### config.mk
export PLATFORM = sky130hd
export DESIGN_NAME = set_mag_flat
export DESIGN_NICKNAME = d
export VERILOG_FILES = /design/src/sv/sobel_edge_threshold_macros.svh /design/src/sv/set_pkg.sv /design/src/sv/set_if.sv /design/src/sv/set_mag.sv /design/src/flat_wrapper.sv
export SDC_FILE = /design/constraint.sdc
export NUM_CORES = 1
export LEC_CHECK = 0
export BUFFER_PORTS_ARGS = -buffer_cell sky130_fd_sc_hd__buf_4
export CORE_MARGIN = 1.5
export CORE_UTILIZATION = 47
export CTS_CLUSTER_DIAMETER = 50
export DETAILED_ROUTE_END_ITERATION = 7
export GPL_TIMING_DRIVEN = 1
export PLACE_DENSITY = 0.7
export SETUP_SLACK_MARGIN = 0.5
export SLEW_MARGIN = 20
export SYNTH_ARGS = -nofsm -noshare
export SYNTH_HDL_FRONTEND = slang
export SYNTH_SLANG_ARGS = --single-unit
### constraint.sdc
create_clock -name i_clk -period 15.2 [get_ports i_clk]
set_input_delay 2.28 -clock i_clk [delete_from_list [all_inputs] [get_ports i_clk]]
set_output_delay 2.28 -clock i_clk [all_outputs]
set_load 0.02 [all_outputs]
### src/sv/sobel_edge_threshold_macros.svh
// Assertion shorthands for the sobel_edge_threshold block.
// Each use stands on a line of its own and expands to one labeled
// concurrent assertion, checked at the rising clock edge outside reset.
`ifndef SOBEL_EDGE_THRESHOLD_MACROS_SVH
`define SOBEL_EDGE_THRESHOLD_MACROS_SVH

// Same-cycle implication.
`define SET_ASSERT_IMP(lbl, clk, rst_n, ante, cons, msg) \
    lbl: assert property (@(posedge clk) disable iff (!rst_n) (ante) |-> (cons)) \
        else $error(msg);

// Next-cycle implication.
`define SET_ASSERT_NXT(lbl, clk, rst_n, ante, cons, msg) \
    lbl: assert property (@(posedge clk) disable iff (!rst_n) (ante) |=> (cons)) \
        else $error(msg);

`endif

### src/sv/set_pkg.sv
`timescale 1ns / 1ps

package set_pkg;

    localparam int PIX_W      = 8;
    localparam int FW_W       = 11;
    localparam int FH_W       = 12;
    localparam int THR_W      = 11;
    localparam int ROW_W      = 12;
    localparam int COL_W      = 10;
    localparam int CFG_DATA_W = 12;
    localparam int GRAD_W     = 11;
    localparam int MAG_W      = 22;
    localparam int SUM_W      = 10;

    localparam logic CMD_DRAIN = 1'b1;

    localparam logic [FW_W-1:0]  FW_RST  = 11'd640;
    localparam logic [FH_W-1:0]  FH_RST  = 12'd480;
    localparam logic [THR_W-1:0] THR_RST = 11'd100;
    localparam logic [PIX_W-1:0] BV_RST  = 8'd0;
    localparam int               MIN_DIM = 3;

    localparam logic [PIX_W-1:0] EDGE_VAL = 8'd0;
    localparam logic [PIX_W-1:0] FLAT_VAL = 8'd255;

    // x/3 == (x * 43691) >> 17 for every sum of three 8-bit channels
    localparam int                GRAY_PROD_W = 26;
    localparam logic [15:0]       GRAY_MUL    = 16'd43691;
    localparam int                GRAY_SHIFT  = 17;

    typedef enum logic [1:0] {
        REG_FRAME_WIDTH    = 2'd0,
        REG_FRAME_HEIGHT   = 2'd1,
        REG_EDGE_THRESHOLD = 2'd2,
        REG_BORDER_VALUE   = 2'd3
    } t_reg_idx;

    typedef enum logic [1:0] {
        KIND_NONE,
        KIND_BORDER,
        KIND_SOBEL
    } t_kind;

    typedef struct packed {
        logic             is_pixel;
        t_kind            kind;
        logic [ROW_W-1:0] row;
        logic [COL_W-1:0] col;
        logic             last;
    } t_ctl;

    typedef struct packed {
        logic busy;
        logic done;
    } t_div_stat;

endpackage

### src/sv/set_if.sv


interface set_res_if import set_pkg::*; ();
    logic             valid;
    logic             ready;
    logic [PIX_W-1:0] edge_pixel;
    logic [ROW_W-1:0] out_row;
    logic [COL_W-1:0] out_col;
    logic             frame_last;

    modport source (output valid, edge_pixel, out_row, out_col, frame_last, input ready);
    modport sink   (input valid, edge_pixel, out_row, out_col, frame_last, output ready);
endinterface


### src/sv/set_mag.sv
`timescale 1ns / 1ps

// Squared magnitude against squared threshold (border items take the border value), then the output register.
module set_mag import set_pkg::*; (
    input  logic                     i_clk,
    input  logic                     i_rst_n,
    input  logic                     i_valid,
    output logic                     o_ready,
    input  t_ctl                     i_ctl,
    input  logic signed [GRAD_W-1:0] i_gx,
    input  logic signed [GRAD_W-1:0] i_gy,
    input  logic [MAG_W-1:0]         i_thr2,
    input  logic [PIX_W-1:0]         i_border,
    set_res_if.source                o_res
);

    logic                     r_ov;
    logic [PIX_W-1:0]         r_pix;
    logic [ROW_W-1:0]         r_row;
    logic [COL_W-1:0]         r_col;
    logic                     r_last;

    logic                     slot_free;
    logic                     take;
    logic signed [MAG_W-1:0]  sq_x;
    logic signed [MAG_W-1:0]  sq_y;
    logic [MAG_W-1:0]         mag2;
    logic [PIX_W-1:0]         pix;

    assign slot_free = !r_ov || o_res.ready;
    assign o_ready   = slot_free;
    assign take      = i_valid && slot_free && (i_ctl.kind != KIND_NONE);

    always_comb begin
        sq_x = i_gx * i_gx;
        sq_y = i_gy * i_gy;
        mag2 = MAG_W'(sq_x) + MAG_W'(sq_y);
        case (i_ctl.kind)
            KIND_SOBEL:  pix = (mag2 > i_thr2) ? EDGE_VAL : FLAT_VAL;
            KIND_BORDER: pix = i_border;
            default:     pix = i_border;
        endcase
    end

    always_ff @(posedge i_clk) begin
        if (!i_rst_n) begin
            r_ov <= 1'b0;
        end else if (take) begin
            r_ov <= 1'b1;
        end else if (o_res.ready) begin
            r_ov <= 1'b0;
        end
    end

    always_ff @(posedge i_clk) begin
        if (take) begin
            r_pix  <= pix;
            r_row  <= i_ctl.row;
            r_col  <= i_ctl.col;
            r_last <= i_ctl.last;
        end
    end

    assign o_res.valid      = r_ov;
    assign o_res.edge_pixel = r_pix;
    assign o_res.out_row    = r_row;
    assign o_res.out_col    = r_col;
    assign o_res.frame_last = r_last;

endmodule

### src/flat_wrapper.sv
// flat-port wrapper written by rule: the top's interface ports become plain ports
module set_mag_flat import set_pkg::*;
  (i_clk, i_rst_n, i_valid, o_ready, i_ctl, i_gx, i_gy, i_thr2, i_border, o_res_valid, o_res_edge_pixel, o_res_out_row, o_res_out_col, o_res_frame_last, o_res_ready);
  set_res_if o_res_i ();
  input  logic i_clk;
  input  logic i_rst_n;
  input  logic i_valid;
  output logic o_ready;
  input  t_ctl i_ctl;
  input  logic signed [GRAD_W-1:0] i_gx;
  input  logic signed [GRAD_W-1:0] i_gy;
  input  logic [MAG_W-1:0] i_thr2;
  input  logic [PIX_W-1:0] i_border;
  output wire logic [$bits(o_res_i.valid)-1:0] o_res_valid;
  output wire logic [$bits(o_res_i.edge_pixel)-1:0] o_res_edge_pixel;
  output wire logic [$bits(o_res_i.out_row)-1:0] o_res_out_row;
  output wire logic [$bits(o_res_i.out_col)-1:0] o_res_out_col;
  output wire logic [$bits(o_res_i.frame_last)-1:0] o_res_frame_last;
  input wire logic [$bits(o_res_i.ready)-1:0] o_res_ready;
  assign o_res_valid = o_res_i.valid;
  assign o_res_edge_pixel = o_res_i.edge_pixel;
  assign o_res_out_row = o_res_i.out_row;
  assign o_res_out_col = o_res_i.out_col;
  assign o_res_frame_last = o_res_i.frame_last;
  assign o_res_i.ready = o_res_ready;
  set_mag u_core (.i_clk(i_clk), .i_rst_n(i_rst_n), .i_valid(i_valid), .o_ready(o_ready), .i_ctl(i_ctl), .i_gx(i_gx), .i_gy(i_gy), .i_thr2(i_thr2), .i_border(i_border), .o_res(o_res_i));
endmodule
==> impl_results.md <==
* Final count of hold timing violations at 0
* Placed wire-length estimate at 18.0 mm
* Largest net degree at the start of global routing at 28
* Sequential-to-total area share from yosys stat at 9.27%
* Max Cap Viol at 0
* IO buf count at 113
* Critical path class: in2reg
* Total grt overflow at 0
* Vias in the first global route at 7,197
* Leading cell type in the layout, fill and taps excluded: inv_1
* Post-synth cell types at 46
* Ys async rst share at 0%
* Slowest stage delay, CP at 0.60 ns
* Status: finished clean
* Post-CTS Setup Bufs at 0
* Initial Util at 48.3%
* Least-Margin Pin Slew at 0.706 ns
* Final Skew at 0.00295 ns
* Critical path buffer and inverter count at 6
* I/O Pins at 115
* # resized after CTS at 0
* Total Neg Setup Slack at 0 ns
* Commonest cells after routing, fill and taps aside: inv_1, fa_1, buf_4
* Cell count after synthesis at 1,054
* Vias/cell at 4.81
* Setup crit end kind: flip-flop
* CTS tree: yes
* Max clock buf depth at 2
* Core area at 21,200 um2
* Share of cells above drive strength 1 at 11.9%
* Flops & latches, synth at 32
* CP max FO at 20
* Worst Slack Setup Final at 5.39 ns
* Wire per inst at 14.2 um
* Die height at 151 um
* R2r worst-path depth at 3
* DRT Pass-1 Iters at 5
* Cell mode on critical path: fa_1
* DRC Markers at 0
* Final Max Tran Viols at 0
* Die footprint at 22,700 um2
* 1st-iter DRT viols at 193
* EDFF count, synth at 31
* Synthesized area at 10,300 um2
* Clk slew on worst S/H paths at 0.05 ns
* Fmax at 0.102 GHz
* Initial antenna violation count at 0
* Period utilization at 64.5%
* Worst-skew pair later-pin latency at 0.27 ns
* Clock sink count at 32
* Total Wirelength at 20.2 mm
* Row Count at 53
* Hold Path Depth at 2
* Minimum clock period at 9.81 ns
* Ant diodes at 0
* GPL Wtd Cong at 0.812
* Worst slew margin at 52.7%
* Pre-CTS WS at 5.09 ns
* Setup violations, final at 0
* CTS HTree Levels at 2
* CTS buffer count at 5
* CP max stage cell: a31oi_1
* Routed Antenna Nets at 0
* CP required at 15.20 ns
* Net Count, Synth at 1,482
* Hold Crit Class: reg2reg
* Crit start category: input pin
* Vias at 6,878
* Stages on worst setup path at 28
* Overall Global Routing Usage at 19.3%
* Family with the most delay on the worst path: adder cells
* Clock Tree Root: clkbuf_16
* First-pass GRT wire length at 34.2 mm
* Hold-fix buffers, CTS at 0
* Final net count at 1,582
* Crit path DAT at 9.81 ns
* Die W at 151 um
* Area grow syn2layout at 12.3%
* RSZ-0062 raised after global routing: false
* Synth warn at 0
* Post-Syn Area per Cell at 9.73 um2
* Top_reg_cell synth: edfxtp_1
## logic make-up (layout without fill, tap and decap cells)
kind of cell | Yosys count | after routing | share of synthesized area [%]
adder cells (fa/ha/maj) | 346 | 346 | 59.3
AND/OR/NAND/NOR | 210 | 210 | 10.4
flip-flops | 32 | 32 | 9.27
XOR/XNOR | 39 | 39 | 3.33
AO/OA/AOI/OAI | 61 | 61 | 4.12
multiplexers | 2 | 2 | 0.195
buffers and inverters | 364 | 465 | 13.3
## registers in the layout, indices dropped and copies added (netlist names)
| name | count |
|---|---|
| u_core.o_res.edge_pixel | 8 |
| u_core.o_res.frame_last | 1 |
| u_core.o_res.out_col | 10 |
| u_core.o_res.out_row | 12 |
| u_core.o_res.valid | 1 |
## worst paths after layout
check | from | end | slack (ns)
worst max-delay path | i_gy[10] | u_core.o_res.edge_pixel[6] | 5.39
worst min register to register | u_core.o_res.valid | u_core.o_res.valid | 0.58
worst max register to register | u_core.o_res.valid | u_core.o_res.out_row[10] | 13.74
worst min-delay path | u_core.o_res.valid | u_core.o_res.valid | 0.58
## layout make-up
cell class,count,area [um2]
inverters,343,1290
flip-flops and latches,32,951
multi-input cells,658,7940
well taps,275,344
fillers,1985,9700
clock buffers,5,125
clock inverters,3,18.8
repair buffers,114,856
## worst register-to-register path: cells and delay by family (launching register included)
kind	cells	cell delay, ns
buffers and inverters	1	0.40
flip-flops	1	0.30
AND/OR/NAND/NOR	2	0.41
## routing by layer
metal,wire length [um],global-route usage (%)
met3,557,1.12
met1,8240,24.9
met4,111,2.14
met2,11300,36.8
met5,0,0
## through the flow
| stage | utilization (%) | hold slack [ns] | cells | area [um2] |
|---|---|---|---|---|
| finish | 54.3 | 0.577 | 1430 | 11500 |
| global route | 54.3 | 0.601 | 1430 | 11500 |
| CTS | 54.3 | 0.573 | 1430 | 11500 |
| detailed placement | 53.6 | 0.562 | 1422 | 11400 |
| global placement | 53.6 | 0.531 | 1422 | 11400 |
| floorplan | - | 0.748 | 1054 | 10300 |
## cells in the mapped netlist (8+ instances only)
master | count | area, um2
and2_1 | 44 | 275
nor2b_1 | 23 | 144
nor2_1 | 29 | 109
xnor2_1 | 34 | 298
a21oi_1 | 13 | 65.1
nand2_1 | 80 | 300
inv_1 | 343 | 1290
clkbuf_1 | 20 | 75.1
fa_1 | 234 | 4680
ha_1 | 112 | 1400
o21ai_0 | 8 | 40.0
a21o_1 | 15 | 113
edfxtp_1 | 31 | 931
Power is left out: the tool's default activity adds up to more than one toggle a clock period on the data nets, which glitch-free logic cannot reach.
