--- src/sv/sobel_edge_threshold_macros.svh ---
// Assertion shorthands for the sobel_edge_threshold block.
// Each use stands on a line of its own and expands to one labeled
// concurrent assertion, checked at the rising clock edge outside reset.
`ifndef SOBEL_EDGE_THRESHOLD_MACROS_SVH
`define SOBEL_EDGE_THRESHOLD_MACROS_SVH

// Same-cycle implication.
`define SET_ASSERT_IMP(lbl, clk, rst_n, ante, cons, msg) \
    lbl: assert property (@(posedge clk) disable iff (!rst_n) (ante) |-> (cons)) \
        else $error(msg);

// Next-cycle implication.
`define SET_ASSERT_NXT(lbl, clk, rst_n, ante, cons, msg) \
    lbl: assert property (@(posedge clk) disable iff (!rst_n) (ante) |=> (cons)) \
        else $error(msg);

`endif

--- src/sv/set_pkg.sv ---
`timescale 1ns / 1ps

package set_pkg;

    localparam int PIX_W      = 8;
    localparam int FW_W       = 11;
    localparam int FH_W       = 12;
    localparam int THR_W      = 11;
    localparam int ROW_W      = 12;
    localparam int COL_W      = 10;
    localparam int CFG_DATA_W = 12;
    localparam int GRAD_W     = 11;
    localparam int MAG_W      = 22;
    localparam int SUM_W      = 10;

    localparam logic CMD_DRAIN = 1'b1;

    localparam logic [FW_W-1:0]  FW_RST  = 11'd640;
    localparam logic [FH_W-1:0]  FH_RST  = 12'd480;
    localparam logic [THR_W-1:0] THR_RST = 11'd100;
    localparam logic [PIX_W-1:0] BV_RST  = 8'd0;
    localparam int               MIN_DIM = 3;

    localparam logic [PIX_W-1:0] EDGE_VAL = 8'd0;
    localparam logic [PIX_W-1:0] FLAT_VAL = 8'd255;

    // x/3 == (x * 43691) >> 17 for every sum of three 8-bit channels
    localparam int                GRAY_PROD_W = 26;
    localparam logic [15:0]       GRAY_MUL    = 16'd43691;
    localparam int                GRAY_SHIFT  = 17;

    typedef enum logic [1:0] {
        REG_FRAME_WIDTH    = 2'd0,
        REG_FRAME_HEIGHT   = 2'd1,
        REG_EDGE_THRESHOLD = 2'd2,
        REG_BORDER_VALUE   = 2'd3
    } t_reg_idx;

    typedef enum logic [1:0] {
        KIND_NONE,
        KIND_BORDER,
        KIND_SOBEL
    } t_kind;

    typedef struct packed {
        logic             is_pixel;
        t_kind            kind;
        logic [ROW_W-1:0] row;
        logic [COL_W-1:0] col;
        logic             last;
    } t_ctl;

    typedef struct packed {
        logic busy;
        logic done;
    } t_div_stat;

endpackage

--- src/sv/set_div.sv ---
`timescale 1ns / 1ps

// Restoring divider, one quotient bit per cycle.
module set_div import set_pkg::*; #(
    parameter int NUM_W = 22,
    parameter int DEN_W = 11
) (
    input  logic             i_clk,
    input  logic             i_rst_n,
    input  logic             i_start,
    input  logic [NUM_W-1:0] i_num,
    input  logic [DEN_W-1:0] i_den,
    output t_div_stat        o_stat,
    output logic [NUM_W-1:0] o_quo,
    output logic [DEN_W-1:0] o_rem
);

    localparam int CNT_W = $clog2(NUM_W + 1);

    logic             r_busy;
    logic             r_done;
    logic [CNT_W-1:0] r_cnt;
    logic [NUM_W-1:0] r_q;
    logic [DEN_W-1:0] r_r;
    logic [DEN_W-1:0] r_den;

    logic [DEN_W:0]   rem_sh;
    logic             fits;
    logic [DEN_W-1:0] rem_nx;

    always_comb begin
        rem_sh = {r_r, r_q[NUM_W-1]};
        fits   = rem_sh >= {1'b0, r_den};
        rem_nx = fits ? DEN_W'(rem_sh - {1'b0, r_den}) : DEN_W'(rem_sh);
    end

    always_ff @(posedge i_clk) begin
        if (!i_rst_n) begin
            r_busy <= 1'b0;
            r_done <= 1'b0;
            r_cnt  <= '0;
        end else begin
            r_done <= 1'b0;
            if (i_start) begin
                r_busy <= 1'b1;
                r_cnt  <= CNT_W'(NUM_W);
            end else if (r_busy) begin
                r_cnt <= r_cnt - CNT_W'(1);
                if (r_cnt == CNT_W'(1)) begin
                    r_busy <= 1'b0;
                    r_done <= 1'b1;
                end
            end
        end
    end

    // quotient bits shift in as dividend bits shift out
    always_ff @(posedge i_clk) begin
        if (i_start) begin
            r_q   <= i_num;
            r_r   <= '0;
            r_den <= i_den;
        end else if (r_busy) begin
            r_q <= {r_q[NUM_W-2:0], fits};
            r_r <= rem_nx;
        end
    end

    assign o_stat.busy = r_busy;
    assign o_stat.done = r_done;
    assign o_quo       = r_q;
    assign o_rem       = r_r;

endmodule

--- config.mk ---
export PLATFORM = sky130hd
export DESIGN_NAME = set_div
export DESIGN_NICKNAME = d
export VERILOG_FILES = /design/src/sv/sobel_edge_threshold_macros.svh /design/src/sv/set_pkg.sv /design/src/sv/set_div.sv
export SDC_FILE = /design/constraint.sdc
export NUM_CORES = 1
export LEC_CHECK = 0
export BUFFER_PORTS_ARGS = -buffer_cell sky130_fd_sc_hd__clkbuf_2
export CAP_MARGIN = 0
export CORE_MARGIN = 10
export CORE_UTILIZATION = 40
export DETAILED_ROUTE_END_ITERATION = 16
export GPL_TIMING_DRIVEN = 0
export HOLD_SLACK_MARGIN = 0.02
export MAX_ROUTING_LAYER = met4
export PLACE_DENSITY = 0.72
export SLEW_MARGIN = 0
export SYNTH_ARGS = -nofsm -noshare
export SYNTH_HDL_FRONTEND = slang
export SYNTH_SLANG_ARGS = --single-unit
--- constraint.sdc ---
create_clock -name i_clk -period 5 [get_ports i_clk]
set_input_delay 0.5 -clock i_clk [delete_from_list [all_inputs] [get_ports i_clk]]
set_output_delay 0.5 -clock i_clk [all_outputs]
set_load 0.03 [all_outputs]
==> impl_metrics.ini, run 1 <==
[setup_path]
path_cells = inv_1 > ha_1 > fa_1 > nor2b_4 > o31a_4 > o21ai_4 > o21ai_4 > buf_6 > mux2i_1 > a211oi_2
crit_path_max_fanout = 10
worstPathRequired_ps = 5190
cp_common_cell = o21ai_4
worst-setup-path-type = flop to flop
slowest_stage = fa_1
startpoint = o_quo[21]$_DFFE_PP_
cp-start-kind = flop
cp-end-kind = flop
rrSetupSlack_ps = 2570
timing.rr.start = o_quo[21]$_DFFE_PP_
crit_path_max_incr_delay_ps = 440
cp.arrival_ps = 2620

[routing]
drt-vias-per-instance = 5.05
drt-initial-drc-count = 96
post_drt_wl_per_cell_um = 15.2
finalWirelength_um = 5920
drtPass1Iterations = 4
vias = 1965
drtAntennaViolNets = 0
drcViolationCount = 0

[pwr]
leakage_uw = 0.00139
ir_worst_vdd_v = 0.000153
p_per_area_nw_per_um2 = 338

[timing]
hold_viol = 0
min_period_ps = 2430
tightest_slew_ps = 894
totalNegativeSetupSlack_ps = 0
slew_headroom_pct = 40.3
fmax_mhz = 411
slew_violations = 0
rsz0062_at_grt = false
post-route-period-util_pct = 48.6
finalClockSkew_ps = 8.68
setup_violations = 0

[placement]
dp_hpwl_um = 4640
io_buffers = 70
gp_congestion = 0.770
placedCellCount = 381

[synthesis]
syn_inst = 231
netlist_area_um2 = 2750
synth-edff-count = 33
syn-num-nets = 281
ys_ff_latch = 51
ys_seq_area_share_pct = 49.2
post_synth_num_cell_types = 52
async_flop_share_pct = 0
syn_avg_cell_area_um2 = 11.9
yosysWarnings = 0
synth_ff_type = edfxtp_1

[layout]
fin_nets = 358
fillers = 618
synthToLayoutAreaGrowth_pct = 19.9
diodes = 0
mostFrequentLayoutCells = 70 x clkbuf_2, 33 x edfxtp_1, 22 x mux2_2
drive_above_1_share_pct = 39.5
fin_cells = 389
final_common_cell = clkbuf_2

[floorplan]
rows = 30
start_util_pct = 40.9
io_pins = 71
fp.dieW_um = 103
die_h_um = 103
core_um2 = 6720
die_area_um2 = 10600

[cts]
cts_buffer_depth = 2
cts.repair.resized = 0
clkLatencyLatePin_ps = 320
clkTransAtPathRegs_ps = 100
cts.sinks = 51
cts_htree_levels = 2
cts_root_buf = clkbuf_8
postCtsHoldBufs = 0
cts_tree = built
numCtsBuffers = 5
cts_setup_buffers = 0

[flow_run]
maxCapViolCount = 0

[global_routing]
grt_pass1_vias = 1994
grtUsageTotal_pct = 11.4
gr-total-overflow = 0
grt_pass1_wl_um = 9490
antenna_found_initial = 0
grt_max_degree = 23

[status]
status = finished clean

[worst_hold_path]
hold_path.class = primary input to flop
min-delay-start = i_den[0]
final timing paths:
| check | to | cells after the start |
|---|---|---|
| hold / removal | r_den[0]$_DFFE_PP_ | 1 |
| hold reg to reg | o_rem[3]$_SDFFE_PP0P_ | 2 |
| setup reg to reg | o_rem[8]$_SDFFE_PP0P_ | 10 |
| setup / recovery | o_rem[8]$_SDFFE_PP0P_ | 10 |
cell type report:
cell class                      count  area (um2)  share of cell area (%)
Clock buffer                        5        68.8                    2.09
Inverter                           17        63.8                    1.94
Clock inverter                      3        26.3                   0.798
Sequential cell                    51        1350                    41.0
Multi-Input combinational cell    151        1260                    38.3
Buffer                             12        71.3                    2.17
Tap cell                           80         100                    3.04
Timing Repair Buffer               70         350                    10.6
metrics by stage:
step / setup slack (ps) / cell area, um2 / hold slack, ps / total power [uW] / util, %
floorplan: 2590 / 2750 / 500 / 778 / -
global placement: 2550 / 3200 / 529 / 857 / 47.6
detailed placement: 2500 / 3200 / 532 / 865 / 47.6
CTS: 2570 / 3290 / 346 / 1120 / 49.0
global route: 2450 / 3290 / 348 / 1170 / 49.0
finish: 2570 / 3290 / 354 / 1110 / 49.0
critical path, delay by kind of cell, from the launching register on:
| family | cells | cell delay, ps |
|---|---|---|
| muxes | 1 | 230 |
| adders and majority gates | 2 | 660 |
| DFF | 1 | 400 |
| AOI/OAI and AO/OA | 4 | 600 |
| and+or+nand+nor | 1 | 150 |
| buffers and inverters | 2 | 250 |
power breakdown:
| group | internal [uW] | switching [uW] | total (uW) |
|---|---|---|---|
| Combinational | 133 | 200 | 333 |
| Clock | 103 | 154 | 258 |
| Sequential | 495 | 27.1 | 522 |
metal layers:
| metal | part of all wire [%] | track usage (%) | vias up | routed length (um) |
|---|---|---|---|---|
| met1 | 43 | 13.6 | 926 | 2540 |
| met4 | 1.4 | 3.96 | 0 | 84 |
| met5 | 0 | - | - | 0 |
| met2 | 53 | 19.0 | 35 | 3130 |
| li1 | - | - | 995 | - |
| met3 | 2.9 | 2.08 | 9 | 169 |
synthesized netlist by cell type, types with 6 or more instances:
cell | number | area share [%]
mux2_2 | 22 | 9.0
inv_1 | 16 | 2.2
mux2i_1 | 7 | 2.6
nand2_1 | 11 | 1.5
nor2_1 | 18 | 2.5
xnor2_1 | 8 | 2.6
dfxtp_1 | 18 | 13
edfxtp_1 | 33 | 36
o21ai_0 | 6 | 1.1
a21oi_1 | 7 | 1.3
ha_1 | 13 | 5.9
cell families after synthesis:
kind of cell | synth area share, %
XOR/XNOR | 2.87
flip-flops | 49.2
buffers and inverters | 4.92
multiplexers | 11.6
adder cells (fa/ha/maj) | 6.65
AND/OR/NAND/NOR | 11.6
AO/OA/AOI/OAI | 13.3
registers in the layout, summed over array words and instances, names as in the netlist:
| signal | count |
|---|---|
| o_quo | 22 |
| o_rem | 11 |
| r_busy | 1 |
| r_cnt | 5 |
| r_den | 11 |
| r_done | 1 |
Power figures use the tool's default switching activity.
==> inputs of run 2 (changes only) <==
Settings changed: PLACE_DENSITY 0.72 to 0.75.
Clock period 5 ns to 2.2 ns, I/O delays scaled along.
==> run 2 against run 1 <==
- routed wire length is 3.1% higher
- count of clock-buffer cells in the layout stayed put
- die area stayed put
- first-iteration DRC count is 13% higher
- cell count is 2.1% higher
- clock skew is 1.6 ps higher
- total power is 130% higher
- sequential power is 130% higher
- highest routed layer unchanged
==> impl_metrics.ini, run 2 (synthesis results as in run 1) <==
[timing]
worst_slack_ps = 34.9
finalClockSkew_ps = 10.3
tightest_slew_ps = 920
hold_viol = 0
rsz0062_at_grt = true
post-route-period-util_pct = 98.4
slew_headroom_pct = 38.5
fmax_mhz = 462
setup_violations = 0
min_period_ps = 2170
holdWs_ps = 71.7
slew_violations = 0

[flow_run]
maxCapViolCount = 0

[placement]
io_buffers = 70
pre_cts_slack_ps = -133
gp_congestion = 0.768
dp_hpwl_um = 4700

[setup_path]
worstPathRequired_ps = 2390
cp.arrival_ps = 2350
rrSetupSlack_ps = 30
reg2reg_depth = 9
crit_path_max_fanout = 5
cp-end-kind = flop
worst-setup-path-type = flop to flop
cp-start-kind = flop
startpoint = r_den[0]$_DFFE_PP_
r2r-end = o_rem[8]$_SDFFE_PP0P_
timing.rr.start = r_den[0]$_DFFE_PP_

[floorplan]
die_h_um = 103
start_util_pct = 40.9
fp.dieW_um = 103
io_pins = 71
rows = 30
core_um2 = 6720
die_area_um2 = 10600

[layout]
drive_above_1_share_pct = 43.5
final_common_cell = clkbuf_2
fin_nets = 366
largest_register_ffs = 22
diodes = 0
synthToLayoutAreaGrowth_pct = 24.1
fillers = 592
mostFrequentLayoutCells = 70 x clkbuf_2, 33 x edfxtp_1, 21 x mux2_2

[global_routing]
grt_pass1_wl_um = 9630
grtUsageTotal_pct = 11.8
grt_max_degree = 23
grt_pass1_vias = 2027
gr-total-overflow = 0
antenna_found_initial = 0

[worst_hold_path]
hold_path.class = primary input to flop
min-delay-start = i_den[4]
holdPathEnd = r_den[4]$_DFFE_PP_
hold_depth = 1

[routing]
drtPass1Iterations = 4
drtAntennaViolNets = 0
vias = 1995
post_drt_wl_per_cell_um = 15.4
drt-initial-drc-count = 108
drcViolationCount = 0
drt-vias-per-instance = 5.03
finalWirelength_um = 6100

[cts]
cts_root_buf = clkbuf_8
cts.sinks = 51
cts_tree = built
numCtsBuffers = 5
clkLatencyLatePin_ps = 320
cts_buffer_depth = 2
cts_htree_levels = 2
clkTransAtPathRegs_ps = 100

[status]
status = finished clean

[pwr]
ir_worst_vdd_v = 0.000367
p_per_area_nw_per_um2 = 763
leakage_uw = 0.00144
p_total_uw = 2600
[run 2: layer usage]
metal / up-vias / wire length (um) / GRT usage, %
li1: 1014 / - / -
met3: 7 / 225 / 2.41
met4: 0 / 93 / 4.28
met1: 927 / 2540 / 13.0
met2: 47 / 3240 / 20.5
met5: - / 0 / -
[run 2: layout make-up]
| class | count | area (um2) | share of cell area (%) |
|---|---|---|---|
| Timing Repair Buffer | 78 | 422 | 12.4 |
| Sequential cell | 51 | 1350 | 39.7 |
| Buffer | 12 | 71.3 | 2.09 |
| Clock inverter | 3 | 26.3 | 0.771 |
| Clock buffer | 5 | 68.8 | 2.02 |
| Multi-Input combinational cell | 151 | 1310 | 38.3 |
| Tap cell | 80 | 100 | 2.94 |
| Inverter | 17 | 63.8 | 1.87 |
[run 2: where the power goes]
group,internal [uW],switching [uW],total [uW],leakage (uW)
clock network,235,358,593,0.0000491
registers,1120,63.4,1190,0.000478
logic,346,475,820,0.000912
[run 2: worst max path at each step]
stage | end | slack [ps] | cells past startpoint
after floorplan | o_quo[0]$_DFFE_PP_ | -170 | 9
after global placement | o_quo[0]$_DFFE_PP_ | -120 | 9
after detailed placement | o_quo[0]$_DFFE_PP_ | -130 | 9
after CTS | o_quo[0]$_DFFE_PP_ | -20 | 9
after global routing | o_rem[10]$_SDFFE_PP0P_ | -100 | 10
final | o_rem[8]$_SDFFE_PP0P_ | 30 | 9
[run 2: critical path, cell delays in order (launching register included)]
cell and delay, ps:
edfxtp_1 440, ha_4 190, fa_2 360, nor2b_4 130
o31a_4 150, o21ai_4 70, o21ai_4 240, buf_6 170
mux2i_1 210, a211oi_2 90
[run 2: timing repair]
item,in CTS,in global routing
pin swaps,3,13
setup buffers,4,3
endpoints found under the setup margin,7,10
cloned,0,1
resized for setup,2,11
hold buffers,0,0
[run 2: through the flow]
step | TNS [ps] | util, % | area [um2] | std cells
finish | 0 | 50.7 | 3410 | 397
global route | -312 | 50.7 | 3410 | 397
CTS | -39.2 | 49.7 | 3340 | 393
detailed placement | -1130 | 47.7 | 3210 | 381
global placement | -319 | 47.7 | 3210 | 381
floorplan | -636 | - | 2760 | 231
==> inputs of run 3 (changes only) <==
Settings changed: SETUP_SLACK_MARGIN set to 0.05.
==> run 3 against run 2 <==
- the run now ends with setup timing left
- register-to-register slack got worse by 50 ps
- fmax decreased by 2.2%
- cell count increased by 0.25%
- cell area decreased by 0.18%
- combinational power decreased by 1%
- critical path type unchanged
- largest cell class unchanged
- highest routed layer unchanged
==> impl_metrics.ini, run 3 (synthesis results as in run 1) <==
[timing]
post-route-period-util_pct = 101
slew_headroom_pct = 63.4
setup_violations = 2
min_period_ps = 2210
fmax_mhz = 452
rsz0062_at_grt = true
hold_viol = 0
slew_violations = 0
tightest_slew_ps = 550
finalClockSkew_ps = 17.5
worst_slack_ps = -13.9

[pwr]
comb_power_share_pct = 30.9
p_switching_uw = 863
p_total_uw = 2620
leakage_uw = 0.00145
intPower_uw = 1760
p_per_area_nw_per_um2 = 771
seq_power_share_pct = 45.2
swShare_pct = 32.9
ir_worst_vdd_v = 0.000364
clockPowerShare_pct = 23.9

[global_routing]
gr-usage-met1_pct = 14.2
met3_usage_pct = 2.08
gr-total-overflow = 0
grtUsageTotal_pct = 12.0
antenna_found_initial = 0
grt_pass1_vias = 2031
grt_pass1_wl_um = 9870
grt-busiest-layer = met2
grt_max_degree = 23
grtUsageMet2_pct = 20.5

[placement]
pre_cts_slack_ps = -170
io_buffers = 70
dp_hpwl_um = 4720
gp_congestion = 0.801

[worst_hold_path]
hold_depth = 1
hold_path.class = primary input to flop
min-delay-start = i_den[1]
holdPathEnd = r_den[1]$_DFFE_PP_

[routing]
drtAntennaViolNets = 0
drt-vias-per-instance = 5.01
vias = 1994
post_drt_wl_per_cell_um = 15.3
finalWirelength_um = 6100
drtPass1Iterations = 4
drt-initial-drc-count = 92
drcViolationCount = 0

[cts]
postCtsHoldBufs = 0
cts_tree = built
cts_htree_levels = 2
cts.sinks = 51
clkTransAtPathRegs_ps = 110
cts_buffer_depth = 2
cts_root_buf = clkbuf_8
numCtsBuffers = 5
clkLatencyLatePin_ps = 310

[setup_path]
worst-setup-path-type = flop to flop
cp.arrival_ps = 2290
cp-start-kind = flop
worstPathRequired_ps = 2280
rrSetupSlack_ps = -10
r2r-end = o_quo[0]$_DFFE_PP_
timing.rr.start = o_quo[21]$_DFFE_PP_
crit_path_max_fanout = 5
cp-end-kind = flop
reg2reg_depth = 9

[floorplan]
die_h_um = 103
core_um2 = 6720
fp.dieW_um = 103
start_util_pct = 40.9
die_area_um2 = 10600
io_pins = 71
rows = 30

[layout]
mostFrequentLayoutCells = 70 x clkbuf_2, 33 x edfxtp_1, 21 x mux2_2
fin_nets = 367
synthToLayoutAreaGrowth_pct = 23.9
diodes = 0
largest_register_ffs = 22
drive_above_1_share_pct = 42.5
final_common_cell = clkbuf_2

[status]
status = finished, violations left
violations = setup timing

[flow_run]
maxCapViolCount = 0
-- run 3: cell count changes in the layout (fill, tap and decap cells not counted), sizes merged --
cell	before	now
clkinvlp	0	1
inv	18	17
buf	16	17
clkinv	2	1
clkbuf	79	80
-- run 3: repair_timing --
| item | CTS | global route |
|---|---|---|
| resized for setup | 1 | 5 |
| setup endpoints to repair | 12 | 34 |
| setup buffers | 6 | 2 |
| endpoints found under the hold margin | 0 | 0 |
| pin swaps | 2 | 7 |
| gates cloned | 1 | 0 |
-- run 3: worst max-delay path: stages, from the launching register on --
cell      delay (ps)
edfxtp_1         430
inv_1             80
ha_2             200
fa_2             250
nor2b_4           50
o31a_4           300
o21ai_4          190
o21ai_4           90
buf_6            160
mux2_4           250
-- run 3: power groups by stage --
| stage | registers, uW | logic (uW) | clock network, uW |
|---|---|---|---|
| 6_report | 1190 | 811 | 627 |
| 5_1_grt | 1200 | 886 | 678 |
| 4_1_cts | 1190 | 798 | 638 |
| 3_5_place_dp | 1210 | 764 | 0 |
| 3_3_place_gp | 1200 | 747 | 0 |
| 2_1_floorplan | 1320 | 449 | 0 |
-- run 3: per-layer routing --
metal | routed length, um | vias to the layer above
met4 | 77 | 0
li1 | - | 1014
met3 | 244 | 8
met2 | 3260 | 46
met5 | 0 | -
met1 | 2520 | 926
-- run 3: worst max-delay path by stage --
stage / cells after the start / from / endpoint
after floorplan: 9 / o_quo[21]$_DFFE_PP_ / o_quo[0]$_DFFE_PP_
after global placement: 9 / o_quo[21]$_DFFE_PP_ / o_quo[0]$_DFFE_PP_
after detailed placement: 10 / o_quo[21]$_DFFE_PP_ / o_rem[8]$_SDFFE_PP0P_
after CTS: 9 / o_quo[21]$_DFFE_PP_ / o_quo[0]$_DFFE_PP_
after global routing: 10 / o_quo[21]$_DFFE_PP_ / o_rem[8]$_SDFFE_PP0P_
final: 9 / o_quo[21]$_DFFE_PP_ / o_quo[0]$_DFFE_PP_
-- run 3: layout make-up --
cell class / instances / area (um2)
Buffer: 12 / 71.3
Clock buffer: 6 / 93.8
Clock inverter: 2 / 16.3
Fill cell: 576 / 3320
Inverter: 17 / 63.8
Multi-Input combinational cell: 151 / 1280
Sequential cell: 51 / 1350
Tap cell: 80 / 100
Timing Repair Buffer: 79 / 422
-- run 3: per-stage QoR --
stage	instances	cell area (um2)	TNS, ps	utilization (%)	hold WS, ps
floorplan	231	2760	-636	-	319
global placement	381	3210	-390	47.7	397
detailed placement	381	3210	-1670	47.7	399
CTS	396	3370	-20.1	50.1	78.9
global route	398	3400	-933	50.7	73.1
finish	398	3400	-21.1	50.7	83.4
